[src/design/byte_level_unicode_to_bytes_decoder_defines.svh]
// assertion macros used by the decoder top level
`ifndef BYTE_LEVEL_UNICODE_TO_BYTES_DECODER_DEFINES_SVH
`define BYTE_LEVEL_UNICODE_TO_BYTES_DECODER_DEFINES_SVH

// same-cycle implication, disabled during reset
`define BLD_ASSERT_IMPL(lbl, clk, rst_n, ante, cons, msg) \
  lbl: assert property (@(posedge clk) disable iff (!(rst_n)) (ante) |-> (cons)) \
    else $error(msg);

// next-cycle implication, disabled during reset
`define BLD_ASSERT_NEXT(lbl, clk, rst_n, ante, cons, msg) \
  lbl: assert property (@(posedge clk) disable iff (!(rst_n)) (ante) |=> (cons)) \
    else $error(msg);

`endif

[src/design/bld_pkg.sv]
package bld_pkg;

  // default depth of the queue between front and back
  localparam int unsigned BldQueueDepth = 2;

  // substitution byte
  localparam logic [7:0] QMark = 8'h3F;

  // widest code point: 3 + 3 * 6 bits
  localparam int unsigned CpWidth = 21;

  // one character job: buffered bytes plus the new one
  typedef struct packed {
    logic [3:0][7:0] bytes;
    logic [2:0]      cnt;
    logic            fin;
  } bld_job_t;

  // front status seen by the top level
  typedef struct packed {
    logic [1:0] pend_cnt;
  } bld_front_stat_t;

  // result of the inverse table lookup
  typedef struct packed {
    logic       ok;
    logic [7:0] raw;
  } bld_map_t;

  // character length from the lead byte alone
  function automatic logic [2:0] char_length(input logic [7:0] lead);
    logic [2:0] len;
    if (!lead[7]) len = 3'd1;
    else if (lead[7:5] == 3'b110) len = 3'd2;
    else if (lead[7:4] == 4'b1110) len = 3'd3;
    else len = 3'd4;
    return len;
  endfunction

  // payload bits of the lead and low six bits of each following byte
  function automatic logic [CpWidth-1:0] code_point(input logic [3:0][7:0] s,
                                                   input logic [2:0] len);
    logic [CpWidth-1:0] cp;
    case (len)
      3'd1: cp = {13'b0, s[0]};
      3'd2: cp = {10'b0, s[0][4:0], s[1][5:0]};
      3'd3: cp = {5'b0, s[0][3:0], s[1][5:0], s[2][5:0]};
      default: cp = {s[0][2:0], s[1][5:0], s[2][5:0], s[3][5:0]};
    endcase
    return cp;
  endfunction

  // inverse of the byte-to-unicode table
  function automatic bld_map_t map_back(input logic [CpWidth-1:0] cp);
    bld_map_t   m;
    logic [7:0] n;
    n = {1'b0, cp[6:0]};
    m.ok  = 1'b1;
    m.raw = cp[7:0];
    if ((cp >= CpWidth'(8'h21) && cp <= CpWidth'(8'h7E)) ||
        (cp >= CpWidth'(8'hA1) && cp <= CpWidth'(8'hAC)) ||
        (cp >= CpWidth'(8'hAE) && cp <= CpWidth'(8'hFF))) begin
      m.raw = cp[7:0];
    end else if (cp >= CpWidth'(256) && cp <= CpWidth'(256 + 67)) begin
      // nth non-printable byte in ascending order
      if (n < 8'd33) m.raw = n;
      else if (n < 8'd67) m.raw = n + 8'h5E;
      else m.raw = 8'hAD;
    end else begin
      m.ok  = 1'b0;
      m.raw = QMark;
    end
    return m;
  endfunction

endpackage

[src/design/bld_in_if.sv]
interface bld_in_if;
  logic       valid;
  logic       ready;
  logic [7:0] in_byte;
  logic       is_final;

  modport source (output valid, output in_byte, output is_final, input ready);
  modport sink (input valid, input in_byte, input is_final, output ready);
endinterface

[src/design/bld_out_if.sv]
interface bld_out_if;
  logic       valid;
  logic       ready;
  logic [7:0] out_byte;
  logic       substituted;
  logic       run_end;
  logic       string_end;

  modport source (output valid, output out_byte, output substituted, output run_end,
                  output string_end, input ready);
  modport sink (input valid, input out_byte, input substituted, input run_end,
                input string_end, output ready);
endinterface

[src/design/bld_front.sv]
module bld_front import bld_pkg::*; (
  input  logic            clk_i,
  input  logic            rst_ni,
  bld_in_if.sink          in_i,
  output logic            job_valid_o,
  output bld_job_t        job_o,
  input  logic            job_ready_i,
  output bld_front_stat_t stat_o
);

  logic [1:0] pend_cnt_q, pend_cnt_d;
  logic [7:0] pend_q [3];
  logic [7:0] lead;
  logic [2:0] cnt_new;
  logic       complete;
  logic       accept;

  // classify the incoming byte against the unfinished character
  always_comb begin
    lead     = (pend_cnt_q == 2'd0) ? in_i.in_byte : pend_q[0];
    cnt_new  = {1'b0, pend_cnt_q} + 3'd1;
    complete = in_i.is_final || (char_length(lead) == cnt_new);
    accept   = in_i.valid && job_ready_i;
  end

  // build the job from buffered bytes and the new byte
  always_comb begin
    for (int k = 0; k < 3; k++) begin
      if (2'(k) < pend_cnt_q) job_o.bytes[k] = pend_q[k];
      else if (2'(k) == pend_cnt_q) job_o.bytes[k] = in_i.in_byte;
      else job_o.bytes[k] = 8'h00;
    end
    job_o.bytes[3] = (pend_cnt_q == 2'd3) ? in_i.in_byte : 8'h00;
    job_o.cnt      = cnt_new;
    job_o.fin      = in_i.is_final;
  end

  assign job_valid_o = in_i.valid && complete;
  assign in_i.ready  = job_ready_i;

  // pending count update
  always_comb begin
    pend_cnt_d = pend_cnt_q;
    if (accept) begin
      pend_cnt_d = complete ? 2'd0 : pend_cnt_q + 2'd1;
    end
  end

  always_ff @(posedge clk_i or negedge rst_ni) begin
    if (!rst_ni) begin
      pend_cnt_q <= 2'd0;
    end else begin
      pend_cnt_q <= pend_cnt_d;
    end
  end

  // buffer bytes of an unfinished character
  always_ff @(posedge clk_i) begin
    if (accept && !complete) begin
      for (int k = 0; k < 3; k++) begin
        if (2'(k) == pend_cnt_q) pend_q[k] <= in_i.in_byte;
      end
    end
  end

  assign stat_o.pend_cnt = pend_cnt_q;

endmodule

[src/design/bld_queue.sv]
module bld_queue import bld_pkg::*; #(
  parameter int unsigned Depth = BldQueueDepth
) (
  input  logic     clk_i,
  input  logic     rst_ni,
  input  logic     push_valid_i,
  input  bld_job_t push_data_i,
  output logic     push_ready_o,
  output logic     pop_valid_o,
  output bld_job_t pop_data_o,
  input  logic     pop_ready_i
);

  localparam int unsigned PtrW = (Depth > 1) ? $clog2(Depth) : 1;
  localparam int unsigned CntW = $clog2(Depth + 1);

  bld_job_t        mem_q [Depth];
  logic [PtrW-1:0] wr_ptr_q, wr_ptr_d, rd_ptr_q, rd_ptr_d;
  logic [CntW-1:0] cnt_q, cnt_d;
  logic            push, pop;

  assign push_ready_o = (cnt_q != CntW'(Depth));
  assign pop_valid_o  = (cnt_q != '0);
  assign pop_data_o   = mem_q[rd_ptr_q];
  assign push         = push_valid_i && push_ready_o;
  assign pop          = pop_ready_i && pop_valid_o;

  // pointer and fill count update
  always_comb begin
    wr_ptr_d = wr_ptr_q;
    rd_ptr_d = rd_ptr_q;
    cnt_d    = cnt_q;
    if (push) wr_ptr_d = (wr_ptr_q == PtrW'(Depth - 1)) ? '0 : wr_ptr_q + 1'b1;
    if (pop) rd_ptr_d = (rd_ptr_q == PtrW'(Depth - 1)) ? '0 : rd_ptr_q + 1'b1;
    case ({push, pop})
      2'b10:   cnt_d = cnt_q + 1'b1;
      2'b01:   cnt_d = cnt_q - 1'b1;
      default: cnt_d = cnt_q;
    endcase
  end

  always_ff @(posedge clk_i or negedge rst_ni) begin
    if (!rst_ni) begin
      wr_ptr_q <= '0;
      rd_ptr_q <= '0;
      cnt_q    <= '0;
    end else begin
      wr_ptr_q <= wr_ptr_d;
      rd_ptr_q <= rd_ptr_d;
      cnt_q    <= cnt_d;
    end
  end

  // entry storage
  always_ff @(posedge clk_i) begin
    if (push) mem_q[wr_ptr_q] <= push_data_i;
  end

endmodule

[src/design/bld_back.sv]
module bld_back import bld_pkg::*; (
  input  logic     clk_i,
  input  logic     rst_ni,
  input  logic     job_valid_i,
  input  bld_job_t job_i,
  output logic     job_ready_o,
  bld_out_if.source out_o
);

  logic [1:0]         pos_q, pos_d;
  logic [31:0]        shifted;
  logic [3:0][7:0]    sel;
  logic [2:0]         len, rem, step, new_pos;
  logic [CpWidth-1:0] cp;
  bld_map_t           map;
  logic [7:0]         res_byte;
  logic               res_sub, last, advance;

  logic       out_valid_q, out_valid_d;
  logic [7:0] out_byte_q;
  logic       out_sub_q, out_run_q, out_str_q;

  // decode one character starting at the current position
  always_comb begin
    shifted = job_i.bytes >> {pos_q, 3'b000};
    sel     = shifted;
    len     = char_length(sel[0]);
    rem     = job_i.cnt - {1'b0, pos_q};
    cp      = code_point(sel, len);
    map     = map_back(cp);
    if (len <= rem) begin
      res_sub  = !map.ok;
      res_byte = map.ok ? map.raw : QMark;
      step     = len;
    end else begin
      // truncated at end of string: lead byte alone gives a substitute
      res_sub  = 1'b1;
      res_byte = QMark;
      step     = 3'd1;
    end
    new_pos = {1'b0, pos_q} + step;
    last    = (new_pos >= job_i.cnt);
  end

  // step when a job waits and the output slot is free or draining
  always_comb begin
    advance     = job_valid_i && (!out_valid_q || out_o.ready);
    job_ready_o = advance && last;
    pos_d       = pos_q;
    if (advance) pos_d = last ? 2'd0 : new_pos[1:0];
    out_valid_d = out_valid_q;
    if (advance) out_valid_d = 1'b1;
    else if (out_o.ready) out_valid_d = 1'b0;
  end

  always_ff @(posedge clk_i or negedge rst_ni) begin
    if (!rst_ni) begin
      pos_q       <= 2'd0;
      out_valid_q <= 1'b0;
    end else begin
      pos_q       <= pos_d;
      out_valid_q <= out_valid_d;
    end
  end

  // output register payload
  always_ff @(posedge clk_i) begin
    if (advance) begin
      out_byte_q <= res_byte;
      out_sub_q  <= res_sub;
      out_run_q  <= last;
      out_str_q  <= last && job_i.fin;
    end
  end

  assign out_o.valid       = out_valid_q;
  assign out_o.out_byte    = out_byte_q;
  assign out_o.substituted = out_sub_q;
  assign out_o.run_end     = out_run_q;
  assign out_o.string_end  = out_str_q;

endmodule

[src/design/byte_level_unicode_to_bytes_decoder.sv]
// accepts one byte per cycle while the job queue has room
// a completed character goes through the job queue and the back end's output register
// the back end gives one result per cycle while its output is taken; a truncated
// tail at string end gives its lead byte as a substitute and decodes the rest
// reset clears the pending count, the queue and the output valid
`include "byte_level_unicode_to_bytes_decoder_defines.svh"

module byte_level_unicode_to_bytes_decoder import bld_pkg::*; #(
  parameter int unsigned QueueDepth = BldQueueDepth
) (
  input  logic      clk_i,
  input  logic      rst_ni,
  bld_in_if.sink    in_i,
  bld_out_if.source out_o
);

  logic            job_valid, job_ready;
  bld_job_t        job;
  logic            head_valid, head_ready;
  bld_job_t        head;
  bld_front_stat_t front_stat;

  // accept and classify bytes
  bld_front u_front (
    .clk_i       (clk_i),
    .rst_ni      (rst_ni),
    .in_i        (in_i),
    .job_valid_o (job_valid),
    .job_o       (job),
    .job_ready_i (job_ready),
    .stat_o      (front_stat)
  );

  // decouple front and back
  bld_queue #(
    .Depth (QueueDepth)
  ) u_queue (
    .clk_i        (clk_i),
    .rst_ni       (rst_ni),
    .push_valid_i (job_valid),
    .push_data_i  (job),
    .push_ready_o (job_ready),
    .pop_valid_o  (head_valid),
    .pop_data_o   (head),
    .pop_ready_i  (head_ready)
  );

  // decode characters into raw bytes
  bld_back u_back (
    .clk_i       (clk_i),
    .rst_ni      (rst_ni),
    .job_valid_i (head_valid),
    .job_i       (head),
    .job_ready_o (head_ready),
    .out_o       (out_o)
  );

  // a final byte always leaves no pending character
  `BLD_ASSERT_NEXT(a_final_clears, clk_i, rst_ni,
                   in_i.valid && in_i.ready && in_i.is_final,
                   front_stat.pend_cnt == 2'd0, "pending bytes left after final byte")

  // a job that is not at string end carries exactly one whole character
  `BLD_ASSERT_IMPL(a_job_complete, clk_i, rst_ni, job_valid && !job.fin,
                   char_length(job.bytes[0]) == job.cnt,
                   "incomplete character queued mid-string")

  // a queued job always has its new byte counted
  `BLD_ASSERT_IMPL(a_head_cnt, clk_i, rst_ni, head_valid,
                   head.cnt != 3'd0 && head.cnt <= 3'd4, "queued job with bad byte count")

endmodule

[src/flat_wrapper.sv]
// flat-port wrapper written by rule: the top's interface ports become plain ports
module byte_level_unicode_to_bytes_decoder_flat import bld_pkg::*;
#(
  parameter int unsigned QueueDepth = BldQueueDepth
)
  (clk_i, rst_ni, in_i_valid, in_i_in_byte, in_i_is_final, in_i_ready, out_o_valid, out_o_out_byte, out_o_substituted, out_o_run_end, out_o_string_end, out_o_ready);
  bld_in_if in_i_i ();
  bld_out_if out_o_i ();
  input  logic clk_i;
  input  logic rst_ni;
  input wire logic [$bits(in_i_i.valid)-1:0] in_i_valid;
  input wire logic [$bits(in_i_i.in_byte)-1:0] in_i_in_byte;
  input wire logic [$bits(in_i_i.is_final)-1:0] in_i_is_final;
  output wire logic [$bits(in_i_i.ready)-1:0] in_i_ready;
  output wire logic [$bits(out_o_i.valid)-1:0] out_o_valid;
  output wire logic [$bits(out_o_i.out_byte)-1:0] out_o_out_byte;
  output wire logic [$bits(out_o_i.substituted)-1:0] out_o_substituted;
  output wire logic [$bits(out_o_i.run_end)-1:0] out_o_run_end;
  output wire logic [$bits(out_o_i.string_end)-1:0] out_o_string_end;
  input wire logic [$bits(out_o_i.ready)-1:0] out_o_ready;
  assign in_i_i.valid = in_i_valid;
  assign in_i_i.in_byte = in_i_in_byte;
  assign in_i_i.is_final = in_i_is_final;
  assign in_i_ready = in_i_i.ready;
  assign out_o_valid = out_o_i.valid;
  assign out_o_out_byte = out_o_i.out_byte;
  assign out_o_substituted = out_o_i.substituted;
  assign out_o_run_end = out_o_i.run_end;
  assign out_o_string_end = out_o_i.string_end;
  assign out_o_i.ready = out_o_ready;
  byte_level_unicode_to_bytes_decoder #(.QueueDepth(QueueDepth)) u_core (.clk_i(clk_i), .rst_ni(rst_ni), .in_i(in_i_i), .out_o(out_o_i));
endmodule
[config.mk]
export PLATFORM = sky130hd
export DESIGN_NAME = byte_level_unicode_to_bytes_decoder_flat
export DESIGN_NICKNAME = d
export VERILOG_FILES = /design/src/design/bld_pkg.sv /design/src/design/bld_in_if.sv /design/src/design/bld_out_if.sv /design/src/design/bld_front.sv /design/src/design/bld_queue.sv /design/src/design/bld_back.sv /design/src/design/byte_level_unicode_to_bytes_decoder.sv /design/src/flat_wrapper.sv
export VERILOG_INCLUDE_DIRS = /design/src /design/src/design
export SDC_FILE = /design/constraint.sdc
export NUM_CORES = 1
export LEC_CHECK = 0
export ABC_CLOCK_PERIOD_IN_PS = 5600
export BUFFER_PORTS_ARGS = -buffer_cell sky130_fd_sc_hd__buf_2
export CORE_UTILIZATION = 58
export CTS_BUF_LIST = sky130_fd_sc_hd__clkbuf_4
export DETAILED_ROUTE_END_ITERATION = 16
export HOLD_SLACK_MARGIN = 0.02
export PLACE_DENSITY = 0.9
export SLEW_MARGIN = 20
export SYNTH_ARGS = -nofsm -noshare
export SYNTH_HDL_FRONTEND = slang
export SYNTH_SLANG_ARGS = --single-unit
[constraint.sdc]
create_clock -name clk_i -period 5.6 [get_ports clk_i]
set_clock_uncertainty 0.15 [all_clocks]
set_input_delay 0.56 -clock clk_i [delete_from_list [all_inputs] [get_ports clk_i]]
set_output_delay 0.56 -clock clk_i [all_outputs]
set_load 0.005 [all_outputs]
Yosys cells after proc, flatten, opt, wreduce, memory -nomap -nowiden
Memories as Yosys holds them, arrays and structs flattened.
Cells that the tools add are included.
{"block": "word_totals", "reg_bits": 20, "mem_bits_rw": 96, "in_bits": 13, "output_inout_bits": 13, "elab_cells": 123, "mem_count": 2}
{"name": "u_core.u_queue.mem_q", "depth": 2, "word_bits": 36, "rd": 1, "rd_ports_with_merged_regs": 0, "write_ports": 1, "line_no": "bld_queue.sv:17", "source": "bld_job_t mem_q [Depth];"}
{"name": "u_core.u_front.pend_q", "depth": 3, "word_bits": 8, "rd": 3, "rd_ports_with_merged_regs": 0, "write_ports": 1, "line_no": "bld_front.sv:12", "source": "logic [7:0] pend_q [3];"}
{"block": "classes", "n_addsub": 9, "magnitude_cmp": 15, "eq_ne": 14, "n_shift": 1, "n_mux": 46, "reduce_logical": 26}
{"cell": "$mux W8", "count": 14}
{"cell": "$pmux W21 S3", "count": 1}
{"cell": "$ge A21 B8 Y1 const B", "count": 2}
{"cell": "$le A21 B8 Y1 const B", "count": 2}
{"cell": "$shr A32 B5 Y30", "count": 1}
{"cell": "$ge A21 B6 Y1 const B", "count": 1}
{"cell": "$ge A21 B9 Y1 const B", "count": 1}
{"cell": "$le A21 B7 Y1 const B", "count": 1}
{"cell": "$le A21 B9 Y1 const B", "count": 1}
{"cell": "$mux W3", "count": 7}
{"cell": "$mux W1", "count": 19}
{"cell": "$reduce_or A8 Y1", "count": 2}
{"cell": "$logic_and A1 B1 Y1", "count": 12}
{"cell": "$add A7 B7 Y8 const B", "count": 1}
{"cell": "$eq A4 B4 Y1 const B", "count": 2}
{"cell": "$mux W2", "count": 4}
{"cell": "$lt A7 B6 Y1 const B", "count": 1}
{"cell": "$lt A7 B7 Y1 const B", "count": 1}
{"cell": "$eq A3 B2 Y1 const B", "count": 2}
{"cell": "$eq A3 B3 Y1 const B", "count": 2}
{"cell": "$reduce_bool A2 Y1", "count": 3}
{"cell": "$add A2 B1 Y2 const B", "count": 2}
{"cell": "$eq A2 B2 Y1 const B", "count": 2}
{"cell": "$logic_or A1 B1 Y1", "count": 4}
{"cell": "other kinds (19)", "count": 23}

Longest topological paths before layout
{"block": "logic_depth", "word_depth": 15, "mapped_depth": 26, "depth_no_buf": 23}

Cells and area by module
Synthesis repeated with hierarchy kept, for this count alone.
{"block": "unflattened", "cells_unflattened": 507, "area_unflattened_um2": 6432.4}
{"module": "bld_queue", "n_inst": 1, "cells_per_inst": 129, "area_each_um2": 2807.7, "seq_area_each_um2": 2262.2}
{"module": "bld_back", "n_inst": 1, "cells_per_inst": 243, "area_each_um2": 2204.6, "seq_area_each_um2": 405.4}
{"module": "bld_front", "n_inst": 1, "cells_per_inst": 135, "area_each_um2": 1420.1, "seq_area_each_um2": 770.7}

Worst setup path after synthesis
No wires, ideal clock.
{"block": "synth_path", "path_kind": "reg2reg", "startpoint": "reg u_core.u_queue.rd_ptr_q", "endpoint": "reg u_core.u_queue.cnt_q[1]", "arrival_time_ns": 5.056, "required_ns": 5.325, "setup_slack_ns": 0.269, "path_stages_with_launch": 26, "n_path_buf": 4, "period_less_slack_ns": 5.331, "cell_sequence": "dfrtp_1 buf_6 buf_6 buf_4 buf_4 mux2i_1 ha_1 inv_1 fa_1 inv_1 ha_1 nor2b_1 o21ai_0 nand2_1 a21oi_1 nand2_1 ha_1 fa_1 ha_1 a21o_1 a21oi_1 nor2_1 ha_1 xnor2_1 nor2_1 xor2_1"}
{"block": "synth_between", "elab_chain_cells": 14, "word_cells_on_any_way": 18, "cone_classes": "add/sub: 2; order compare: 2; eq/ne: 4; shift: 1; mux: 5; reduce/logical: 3; memory: 1"}
{"element": "from (decl)", "line_no": "bld_queue.sv:18", "source": "logic [PtrW-1:0] wr_ptr_q, wr_ptr_d, rd_ptr_q, rd_ptr_d;"}
{"element": "from (signal assigned)", "line_no": "bld_queue.sv:49", "source": "rd_ptr_q <= rd_ptr_d;"}
{"element": "$mem_v2 Z2 W36 *"}
{"element": "$shr A32 B5 Y30", "line_no": "bld_back.sv:25", "source": "shifted = job_i.bytes >> {pos_q, 3'b000};"}
{"element": "$eq A4 B4 Y1", "line_no": "bld_pkg.sv:35", "source": "else if (lead[7:4] == 4'b1110) len = 3'd3;"}
{"element": "$mux W3", "line_no": "bld_pkg.sv:35"}
{"element": "$mux W3", "line_no": "bld_pkg.sv:34", "source": "else if (lead[7:5] == 3'b110) len = 3'd2;"}
{"element": "$mux W3", "line_no": "bld_pkg.sv:33", "source": "if (!lead[7]) len = 3'd1;"}
{"element": "$le A3 B3 Y1", "line_no": "bld_back.sv:31", "source": "if (len <= rem) begin"}
{"element": "$mux W3", "line_no": "bld_back.sv:31"}
{"element": "$add A2 B3 Y3", "line_no": "bld_back.sv:41", "source": "new_pos = {1'b0, pos_q} + step;"}
{"element": "$ge A3 B3 Y1 *", "line_no": "bld_back.sv:42", "source": "last = (new_pos >= job_i.cnt);"}
{"element": "$logic_and A1 B1 Y1 *", "line_no": "bld_back.sv:48", "source": "job_ready_o = advance && last;"}
{"element": "$logic_and A1 B1 Y1 *", "line_no": "bld_queue.sv:26", "source": "assign pop = pop_ready_i && pop_valid_o;"}
{"element": "net u_core.u_queue.pop", "line_no": "bld_queue.sv:20", "source": "logic push, pop;"}
{"element": "$eq A2 B1 Y1 / $eq A2 B2 Y1 (equally long branches)", "line_no": "bld_queue.sv:35", "source": "case ({push, pop})"}
{"element": "$pmux W2 S2 / $reduce_bool A2 Y1 (equally long branches)"}
{"element": "to (signal assigned)", "line_no": "bld_queue.sv:50", "source": "cnt_q <= cnt_d;"}
{"element": "to (decl)", "line_no": "bld_queue.sv:19", "source": "logic [CntW-1:0] cnt_q, cnt_d;"}
Mark *: on every way through the listed nets, which the timed path passes. The rest lies on a longest branch.
A chain may end at the register's enable or synchronous reset.

Final worst setup path
Same ends and word-level chain as after synthesis.

==> summary.md <==
Entering global routing, the biggest net connects 37 pins. After synthesis, the largest family of logic cells by area is simple AND/OR/NAND/NOR gates. In this run the number of H-tree levels came out at 4. Among all cell types in the netlist, the one instantiated most often is sky130_fd_sc_hd__edfxtp_1. In the synthesized netlist, mux cells make up 13.7% of the area. The total of flip-flops plus latches after synthesis works out to 116.

The actual slew at the worst max-slew pin is 0.962 ns. Critical setup path kind: reg2reg. The detailed router finished its first iteration with 452 violations. The tools report the number of global-route vias before repair as 4726. The run gives 0 as the count of synthesis-stage warnings from yosys. Max-cap violations in this run came to 0.

26 I/O pins were placed. TritonCTS created 17 clock buffers. The worst register-to-register path begins at u_core.u_queue.rd_ptr_q$_DFFE_PN0P_.

The root buffer cell chosen for the clock tree is sky130_fd_sc_hd__clkbuf_4. The post-synthesis share of cell area spent on xor and xnor gates works out to 0.911%. The run gives 0 as the count of final max-slew check failures.

For the worst setup path, the data required time is 5.91 ns. In the post-synthesis netlist, the biggest area contributors are sky130_fd_sc_hd__edfxtp_1, sky130_fd_sc_hd__mux2i_1, sky130_fd_sc_hd__dfrtp_1. For the core footprint, the log shows 11100 sq um. The commonest cells after synthesis are sky130_fd_sc_hd__edfxtp_1, sky130_fd_sc_hd__nand2_1, sky130_fd_sc_hd__mux2i_1.

Global routing used 28.2% of the available tracks across all layers. The repair_antennas step left the layout with diodes totalling 0. The cell area after technology mapping came out at 6730 sq um. The floorplan step set the die width to 110 um. The number of sinks handled by clock tree synthesis is 116. The number of optimization iterations in the first detailed-route pass was 5. The multi-input combinational cells in the finished layout cover a total of 3040 sq um. The run gives 602 as the number of nets produced by synthesis. Across the whole layout, storage elements account for 3440 sq um. The worst min-delay path startpoint is in_i_is_final.

After synthesis, flip-flops and latches occupy 51.1% of the total area. The HPWL after detailed placement is 11400 um. The run finished with clean final reports. For the share of the core filled with cells, the log shows 66.2%. In this run the worst hold path is classified as in2reg. For this run the aggregate overflow at the end of global routing stands at 0.

The number of synthesized flops with an enable pin was 107. For the global-route wire length before repair, the log shows 24600 um. In this run the tool buffered the top-level ports with 25 buffer cells.

The area growth from synthesis to layout is 8.95%. For flop-to-flop paths, the worst setup slack is 0.25 ns. For the count of unique library cells instantiated by Yosys, the log shows 73.

The synthesized netlist devotes 12.7% of its cell area to compound gates. The CTS clock-pin slew for the worst setup and hold paths was 0.11 ns. Number of hold-slack violations in the final timing report: 0. The congestion estimate from routability-driven global placement came to 0.928. The hold path depth came out at 1. The synthesized-area fraction occupied by adder cells was 3.76%. STA classifies the critical path endpoint as a register. The largest total area in the synthesized netlist belongs to sky130_fd_sc_hd__edfxtp_1. The floorplan has 38 rows. The average footprint of a synthesized cell came out at 11.8 sq um.

The floorplan step defined a die boundary enclosing 12000 sq um. The layout cell share with drive strength beyond 1 was 20.0%. The dominant register cell in the synthesized netlist is sky130_fd_sc_hd__edfxtp_1. For the peak clock frequency supported by timing, the log shows 0.187 GHz. The filler cells instantiated in the layout total 806.

Data arrival time at the worst-slack endpoint: 5.66 ns. The time the final worst path needs with I/O delays and setup works out to 5.35 ns. Counting every instance in the synthesized netlist gives 570.

Initial antenna violation count: 0. The fraction of registers with async set/reset was 7.76%. The initial cell density of the core was 60.7%; the number of DRC violations after detailed routing was 0. Of the total synthesized cell area, the portion taken by AND, OR, NAND and NOR gates is 13.9%. The post-route fraction of the period consumed by the critical path was 95.5%. Highest fanout seen on the critical path: 5. In this run the deepest clock path goes through 2 buffers. TritonCTS built the clock tree. The count of endpoints failing setup in the final report was 0. The count of nets left with antenna violations once routing finished came out at 0. The total length of routed wires is 15500 um, and the via count is 4773. The number of cells on the worst reg-to-reg path was 22.

The path with the worst hold slack has its endpoint at u_core.u_queue.mem_q[0][0]$_DFFE_PP_. Clock latency on the worst-skew pair, taken at its later pin, is 0.54 ns. From bottom edge to top edge, the die measures 110 um. Measured against its own limit, the worst slew margin works out to 35.9%.

For the number of nets in the layout, the log shows 637. In this run the biggest area consumer among cell types represents 47.8% of the synthesized area. Dividing the detail-routed via count by the number of cells gives 6.31. The tools report the worst reg2reg path endpoint as u_core.u_queue.cnt_q[1]$_DFFE_PN0P_. The post-detailed-route wirelength per cell was 20.6 um. STA classifies the critical path startpoint as a register.
[what timing repair did]
item	4_1_cts	5_1_grt
setup endpoints to repair	1	2
endpoints found under the hold margin	9	0
hold buffers	1	0
resized for setup	0	8
setup buffers	2	1
[cell usage in the layout (no fill, tap or decap), types with 4 or more instances in the layout]
| cell type | count |
|---|---|
| sky130_fd_sc_hd__a211oi_1 | 4 |
| sky130_fd_sc_hd__a21oi_1 | 9 |
| sky130_fd_sc_hd__a22oi_1 | 8 |
| sky130_fd_sc_hd__a31oi_1 | 7 |
| sky130_fd_sc_hd__and2_1 | 12 |
| sky130_fd_sc_hd__buf_2 | 25 |
| sky130_fd_sc_hd__buf_4 | 11 |
| sky130_fd_sc_hd__bufinv_16 | 4 |
| sky130_fd_sc_hd__clkbuf_4 | 18 |
| sky130_fd_sc_hd__clkinv_1 | 4 |
| sky130_fd_sc_hd__dfrtp_1 | 7 |
| sky130_fd_sc_hd__edfxtp_1 | 107 |
| sky130_fd_sc_hd__ha_1 | 17 |
| sky130_fd_sc_hd__inv_1 | 24 |
| sky130_fd_sc_hd__mux2_2 | 15 |
| sky130_fd_sc_hd__mux2i_1 | 49 |
| sky130_fd_sc_hd__mux4_2 | 7 |
| sky130_fd_sc_hd__nand2_1 | 54 |
| sky130_fd_sc_hd__nand2b_1 | 8 |
| sky130_fd_sc_hd__nand3_1 | 24 |
| sky130_fd_sc_hd__nand4_1 | 7 |
| sky130_fd_sc_hd__nor2_1 | 48 |
| sky130_fd_sc_hd__nor3_1 | 10 |
| sky130_fd_sc_hd__o211ai_1 | 6 |
| sky130_fd_sc_hd__o21ai_0 | 25 |
| sky130_fd_sc_hd__o21ai_1 | 5 |
| sky130_fd_sc_hd__o22ai_1 | 8 |
| sky130_fd_sc_hd__xnor2_1 | 4 |
[sequential cells by signal (all words and copies together) (netlist names), 2 cells and up]
name                          flops
u_core.u_front.pend_q            24
u_core.u_queue.cnt_q              2
u_core.u_front.stat_o             2
u_core.u_back.pos_q               2
u_core.u_queue.mem_q             72
u_core.u_back.out_o.out_byte      8
[layer usage]
| metal | wire length, um | part of all wire [%] | GRT usage [%] |
|---|---|---|---|
| met5 | 0 | 0 | 0 |
| met4 | 412 | 2.7 | 12.2 |
| met3 | 835 | 5.4 | 5.63 |
| met2 | 8030 | 52 | 48.0 |
| met1 | 6270 | 40 | 34.9 |
[stage by stage]
step | worst slack (ns) | instances | hold WS (ns) | area [sq um] | TNS [ns]
CTS | 0.0610 | 755 | 0.0621 | 7280 | 0
global route | -0.00736 | 756 | 0.0713 | 7330 | -0.00736
finish | 0.250 | 756 | 0.0890 | 7330 | 0
floorplan | 0.269 | 570 | 0.114 | 6730 | 0
global placement | 0.351 | 722 | 0.284 | 6960 | 0
detailed placement | -0.00560 | 722 | 0.291 | 6960 | -0.00560
[final cells by class]
class / count / share of cell area [%]
inverter: 25 / 1.35
sequential: 116 / 46.9
tap: 140 / 2.39
timing repair buffer: 41 / 3.70
clock inverter: 12 / 2.24
clock buffer: 18 / 1.84
multi-input combinational: 404 / 41.5
[worst max-delay path by stage]
stage	startpoint	endpoint	cells after the start
floorplan	u_core.u_queue.rd_ptr_q$_DFFE_PN0P_	u_core.u_queue.cnt_q[1]$_DFFE_PN0P_	25
global placement	u_core.u_queue.rd_ptr_q$_DFFE_PN0P_	u_core.u_queue.cnt_q[1]$_DFFE_PN0P_	21
detailed placement	u_core.u_queue.rd_ptr_q$_DFFE_PN0P_	u_core.u_queue.cnt_q[1]$_DFFE_PN0P_	21
CTS	u_core.u_back.pos_q[0]$_DFFE_PN0P_	u_core.u_queue.cnt_q[1]$_DFFE_PN0P_	22
global route	u_core.u_queue.rd_ptr_q$_DFFE_PN0P_	u_core.u_queue.cnt_q[1]$_DFFE_PN0P_	21
finish	u_core.u_queue.rd_ptr_q$_DFFE_PN0P_	u_core.u_queue.cnt_q[1]$_DFFE_PN0P_	22
[cells by family (layout without fill, tap and decap cells)]
logic type / after synthesis / in the layout
simple gates: 190 / 190
flops: 116 / 116
compound gates: 110 / 110
mux: 78 / 78
buf+inv: 50 / 96
fa+ha+maj: 19 / 19
xor+xnor: 7 / 7
[critical path: stages, from the launching register on]
cell and delay, ns:
sky130_fd_sc_hd__dfrtp_2 0.47, sky130_fd_sc_hd__buf_4 0.18, sky130_fd_sc_hd__mux4_2 0.56, sky130_fd_sc_hd__mux2i_4 0.30, sky130_fd_sc_hd__buf_12 0.15, sky130_fd_sc_hd__nor3_4 0.03
sky130_fd_sc_hd__nor2_1 0.18, sky130_fd_sc_hd__inv_1 0.08, sky130_fd_sc_hd__ha_1 0.30, sky130_fd_sc_hd__nor2b_1 0.14, sky130_fd_sc_hd__o21ai_1 0.21, sky130_fd_sc_hd__nor2_1 0.11
sky130_fd_sc_hd__a21oi_1 0.19, sky130_fd_sc_hd__nand2_1 0.09, sky130_fd_sc_hd__ha_1 0.20, sky130_fd_sc_hd__fa_1 0.46, sky130_fd_sc_hd__ha_1 0.29, sky130_fd_sc_hd__a21o_1 0.18
sky130_fd_sc_hd__a21oi_2 0.22, sky130_fd_sc_hd__nor2_1 0.11, sky130_fd_sc_hd__ha_1 0.33, sky130_fd_sc_hd__nor2_1 0.15, sky130_fd_sc_hd__xor2_1 0.17
Power is left out: the tool's default activity adds up to more than one toggle a clock period on the data nets, which glitch-free logic cannot reach.
